`src/rtl/core/smm_pkg.sv`:
```
package smm_pkg;

  localparam int SMM_MAX_DIM   = 16;
  localparam int SMM_ELEM_BITS = 16;
  localparam int VALUE_BITS    = 16;
  localparam int PRODUCT_BITS  = 36;
  localparam int INDEX_BITS    = 4;
  localparam int SIZE_BITS     = 3;

  localparam logic [SIZE_BITS-1:0] SIZE_LOG2_RESET = 3'd4;

  localparam logic [1:0] FUNC_WRITE_A = 2'd0;
  localparam logic [1:0] FUNC_WRITE_B = 2'd1;
  localparam logic [1:0] FUNC_READ    = 2'd2;

  typedef enum logic [1:0] {
    SMM_IDLE,
    SMM_ISSUE,
    SMM_FINISH
  } smm_state_t;

  typedef struct packed {
    logic [1:0]                   func;
    logic [INDEX_BITS-1:0]        row;
    logic [INDEX_BITS-1:0]        col;
    logic signed [VALUE_BITS-1:0] value;
  } req_beat_t;

  typedef struct packed {
    logic signed [PRODUCT_BITS-1:0] product;
    logic                           bad_index;
  } rsp_beat_t;

endpackage

```
`src/rtl/core/smm_mac.sv`:
```
module smm_mac import smm_pkg::*; #(
  parameter int ELEM_BITS = SMM_ELEM_BITS
) (
  input  logic                           clk,
  input  logic                           rst,
  input  logic                           clear,
  input  logic                           ab_valid,
  input  logic signed [ELEM_BITS-1:0]    a,
  input  logic signed [ELEM_BITS-1:0]    b,
  output logic signed [PRODUCT_BITS-1:0] acc,
  output logic                           busy
);

  logic signed [2*ELEM_BITS-1:0] prod;
  logic                          prod_valid;

  always_ff @(posedge clk) begin
    if (rst) begin
      prod_valid <= 1'b0;
    end else begin
      prod_valid <= ab_valid;
    end
  end

  always_ff @(posedge clk) begin
    if (ab_valid) begin
      prod <= (2*ELEM_BITS)'(a) * (2*ELEM_BITS)'(b);
    end
    if (clear) begin
      acc <= '0;
    end else if (prod_valid) begin
      acc <= acc + PRODUCT_BITS'(prod);
    end
  end

  assign busy = prod_valid;

endmodule

```
`config.mk`:
```
export PLATFORM = sky130hd
export DESIGN_NAME = smm_mac
export DESIGN_NICKNAME = d
export VERILOG_FILES = /design/src/rtl/core/smm_pkg.sv /design/src/rtl/core/smm_mac.sv
export SDC_FILE = /design/constraint.sdc
export NUM_CORES = 1
export LEC_CHECK = 0
export ABC_AREA = 1
export BUFFER_PORTS_ARGS = -buffer_cell sky130_fd_sc_hd__buf_4
export CAP_MARGIN = 20
export CORE_ASPECT_RATIO = 1.25
export CORE_UTILIZATION = 36
export DETAILED_ROUTE_END_ITERATION = 16
export GPL_ROUTABILITY_DRIVEN = 0
export HOLD_SLACK_MARGIN = 0.05
export PLACE_DENSITY = 0.48
export SETUP_SLACK_MARGIN = 0.1
export SLEW_MARGIN = 20
export SYNTH_ARGS = -nofsm -noshare
export SYNTH_HDL_FRONTEND = slang
export SYNTH_SLANG_ARGS = --single-unit
```
`constraint.sdc`:
```
create_clock -name clk -period 17.6 [get_ports clk]
set_clock_uncertainty 0.15 [all_clocks]
set_input_delay 2.64 -clock clk [delete_from_list [all_inputs] [get_ports clk]]
set_output_delay 2.64 -clock clk [all_outputs]
set_load 0.01 [all_outputs]
```
# Yosys cells after proc, flatten, opt, wreduce, memory -nomap -nowiden
# Index checks and enable logic that the tools add are counted.
# word_totals
output_inout_bits	37
elab_cells	5
register_bits	69
input_bits	36
# op_classes
add_sub_neg	1
n_mul	1
# op_table
cell	n
$add 36x32->36	1
$mul 16x16->32	1

# Logic depth before layout (Yosys ltp)
# depth
word_depth	1
depth_mapped	29
mapped_depth_nobuf	27

# Least setup slack after synthesis
# No wires, ideal clock.
# synth_timing
kind	input -> register
from	input port b[6]
to	register prod[29] (data pin)
setup_ns	0.252
t_required_ns	17.198
stages	22
arrival_ns	7.668
slack_ns	9.530
n_path_buf	2
cell_sequence	clkbuf_1 > clkbuf_1 > nand2_1 > fa_1 > inv_1 > fa_1 > fa_1 > fa_1 > fa_1 > inv_1 > fa_1 > inv_1 > ha_1 > nand2_1 > nor3_2 > nand4_1 > nand3_1 > nand2_1 > nand2_1 > nand2_1 > nand3_1 > nand2_1
# synth_between
elab_chain_len	1
# synth_rtl
item	line_no	source
start, declared	smm_mac.sv:9	input logic signed [ELEM_BITS-1:0] b,
$mul 16x16->32	smm_mac.sv:27	prod <= (2*ELEM_BITS)'(a) * (2*ELEM_BITS)'(b);
end signal, assigned	smm_mac.sv:27	
end, declared	smm_mac.sv:14	logic signed [2*ELEM_BITS-1:0] prod;
# No other way between the ends.
# A chain may end at the register's enable or synchronous reset.

# Worst setup path in the final report
# layout_timing
from	input port b[1]
to	register prod[28] (data pin)
# Same word-level chain as after synthesis.

==> tab_implementation.tex <==
\begin{tabular}{lr}
\hline
Metric & Value \\
\hline
\multicolumn{2}{l}{\textbf{Clocking}} \\
Number of buffers added to fix hold violations after cts & 0 \\
Worst-Skew Late Latency & between 300 and 400 ps \\
Cell chosen for the clock root & clkbuf\_16 \\
Num Clock Sinks & between 60 and 70 \\
CTS clk-pin slew, worst paths & about 50 ps \\
Total clock buffers created by CTS & 9 \\
Post-cts resize count & 0 \\
H-tree depth & 3 \\
Number of buffers on the longest clock path & 2 \\
Clock tree from TritonCTS & done \\
Number of post-CTS setup repair buffers & 0 \\
\multicolumn{2}{l}{\textbf{Floorplan}} \\
Die height & approximately 230 um \\
Effective utilization at floorplan & 36.63\% \\
Core Rows & 83 \\
Number of top-level pins & 73 \\
Die W & about 190 um \\
Area inside the core boundary & 41230 um2 \\
Full die area & approximately 43000 um2 \\
\multicolumn{2}{l}{\textbf{Layout}} \\
Number of inserted diodes & 0 \\
Fillcell total & 4386 \\
Fraction of layout cells with a size suffix above 1 & about 5.6\% \\
P\&R area growth vs syn & 8.434\% \\
Count of nets after finishing & roughly 2500 \\
\multicolumn{2}{l}{\textbf{Synthesis}} \\
Most frequent cell after synthesis & inv\_1 \\
Most frequently used flop master after synthesis & dfxtp\_1 \\
Sequential share of the synthesized area & a little under an eighth \\
Commonest cells in the netlist & inv\_1, nand2\_1, fa\_1 \\
Share of Yosys cell area claimed by the top area cell type & a little over a third \\
Yosys reg bits & slightly below 70 \\
Post-synthesis cell area & 15100 um2 \\
Leading area contributor after synthesis & fa\_1 \\
Cells after synthesis & slightly above 2000 \\
Distinct cell type count of the synthesized netlist & 38 \\
Async set-or-reset flop fraction in the synthesized netlist & 0\% \\
EDFF count, synth & 32 \\
Avg Cell Area, Syn & around 7.5 um2 \\
Yosys warning total & 0 \\
Post-Synthesis Net Count & 2437 \\
Biggest area contributors in the synthesized netlist & fa\_1, inv\_1, nand2\_1, ha\_1, edfxtp\_1 \\
\multicolumn{2}{l}{\textbf{Route}} \\
Routed length per instance & between 15 and 20 um \\
Sum of routed wire length over all layers & 40630 um \\
Vias after detailed routing & $\sim$12000 \\
DR pass1 iterations & 5 \\
Number of DRC markers in iteration 0 & around 580 \\
Final routed DRC violation total & 0 \\
Via density per instance & 4.648 \\
Antenna-violating nets left & 0 \\
\multicolumn{2}{l}{\textbf{Placed design}} \\
Pre-CTS worst setup slack & approximately 9000 ps \\
Detail Placement HPWL & $\sim$34000 um \\
IO Port Bufs & between 70 and 80 \\
\multicolumn{2}{l}{\textbf{STA}} \\
Setup repair after global routing missed its margin & false \\
Minimum clock period after layout & between 8000 and 9000 ps \\
Actual transition at the worst max-transition pin & $\sim$700 ps \\
Final setup violation count & 0 \\
Worst-case setup margin in the final layout & around 9500 ps \\
Final Max Slew Viols & 0 \\
Final Hold Vio Count & 0 \\
Max Freq & roughly 0.12 GHz \\
Ratio of final minimum period to clock period & between 40 and 50\% \\
Final sum of negative setup slack & 0 ps \\
Tightest slew margin relative to the limit & between 50\% and 60\% \\
\multicolumn{2}{l}{\textbf{Critical path}} \\
Reg-to-reg startpoint & prod[0]\$\_DFFE\_PP\_ \\
Arrival time at the worst endpoint & between 8000 and 9000 ps \\
Required time worst endpoint & 17530 ps \\
Setup slack, reg-to-reg & between 10000 and 15000 ps \\
Worst R2R Path Depth & 13 \\
Critical setup path kind & in2reg \\
Worst setup EP type & flip-flop \\
Critical R2R Capture & acc[28]\$\_SDFFE\_PP0P\_ \\
Max Fanout on Critical Path & 16 \\
Type of origin of the critical path & primary input \\
\multicolumn{2}{l}{\textbf{Global routing}} \\
Number of antenna violations at the first check in global routing & 0 \\
Pin count of the biggest net entering global routing & 57 \\
Wire length of the first global-routing pass & around 67000 um \\
Total Routing Usage GR & about a fifth \\
Via count of the first global-routing pass & between 10000 and 15000 \\
Overflow left after global routing & 0 \\
\multicolumn{2}{l}{\textbf{Worst hold path}} \\
Worst hold path startpoint & acc[0]\$\_SDFFE\_PP0P\_ \\
Class of the tightest hold or removal check & reg2reg \\
Cell depth of the worst hold path & 2 \\
Hold EP & acc[0]\$\_SDFFE\_PP0P\_ \\
\multicolumn{2}{l}{\textbf{Flow run}} \\
Number of maximum-capacitance violations & 0 \\
\multicolumn{2}{l}{\textbf{Status}} \\
Run status & completed \\
\hline
\end{tabular}
sequential cells by signal, summed over array words and instances, names as in the netlist:
name,count
busy,1
acc,36
prod,32
metal layers:
layer	vias up	track usage (%)	routed length, um
met5	-	0	0
met4	0	7.231	1311
met3	66	1.199	1050
met2	242	35.41	19860
met1	5822	25.74	18400
li1	5927	-	-
cell type report:
cell class	count	area (um2)	share of cell area [%]
multi-input cells	1327	11050	67.48
inverters	558	2095	12.79
flip-flops and latches	69	1705	10.41
well taps	552	690.7	4.217
repair buffers	72	540.5	3.300
clock buffers	11	232.7	1.421
clock inverters	5	61.31	0.3744
layout by cell type, fill, tap and decap left out, drive strengths merged, types with 7 or more instances in the layout:
cell and count:
a21o 7, a21oi 66, buf 72, clkbuf 11, dfxtp 37, edfxtp 32, fa 263, ha 117
inv 558, nand2 486, nand3 56, nand4 13, nor2 159, nor3 11, o21ai 54, o21bai 14
or2 10, xnor2 14, xor2 38
per-stage QoR:
stage / cells / utilization [%] / hold slack (ps) / cell area [um2]
after CTS: 2594 / 39.72 / 343.4 / 16370
after global routing: 2594 / 39.72 / 384.4 / 16380
final: 2594 / 39.72 / 338.3 / 16380
after global placement: 2578 / 39.00 / 323.1 / 16080
after detailed placement: 2578 / 39.00 / 338.1 / 16080
after floorplan: 2021 / - / 348.9 / 15100
worst max path at each step:
stage                     from            endpoint  slack (ps)  cells past startpoint
after floorplan           b[6]  prod[29]$_DFFE_PP_        9530                     22
after global placement    b[1]  prod[28]$_DFFE_PP_        9150                     19
after detailed placement  b[1]  prod[28]$_DFFE_PP_        9120                     19
after CTS                 b[1]  prod[28]$_DFFE_PP_        9480                     19
after global routing      b[1]  prod[28]$_DFFE_PP_        9170                     19
final                     b[1]  prod[28]$_DFFE_PP_        9520                     19
cell families (layout without fill, tap and decap cells):
group                    count (synthesis)  count (layout)  share of synthesized area (%)
flip-flops                              69              69                          11.27
buffers and inverters                  625             646                          15.56
AO/OA/AOI/OAI                          155             155                          5.890
XOR/XNOR                                52              52                          3.016
adder cells (fa/ha/maj)                380             380                          44.55
AND/OR/NAND/NOR                        740             740                          19.72
worst max-delay path: stages:
cell and delay, ps:
buf_4 220, nand2_1 120, inv_1 140, fa_1 560
fa_1 800, inv_1 120, fa_1 450, fa_1 550
inv_1 50, fa_1 560, fa_1 420, ha_1 390
nand2_1 140, nor2_1 130, inv_1 70, nor3_1 230
nand3_1 150, o2111ai_1 150, xor2_1 110
Power is left out: the tool's default activity adds up to more than one toggle a clock period on the data nets, which glitch-free logic cannot reach.
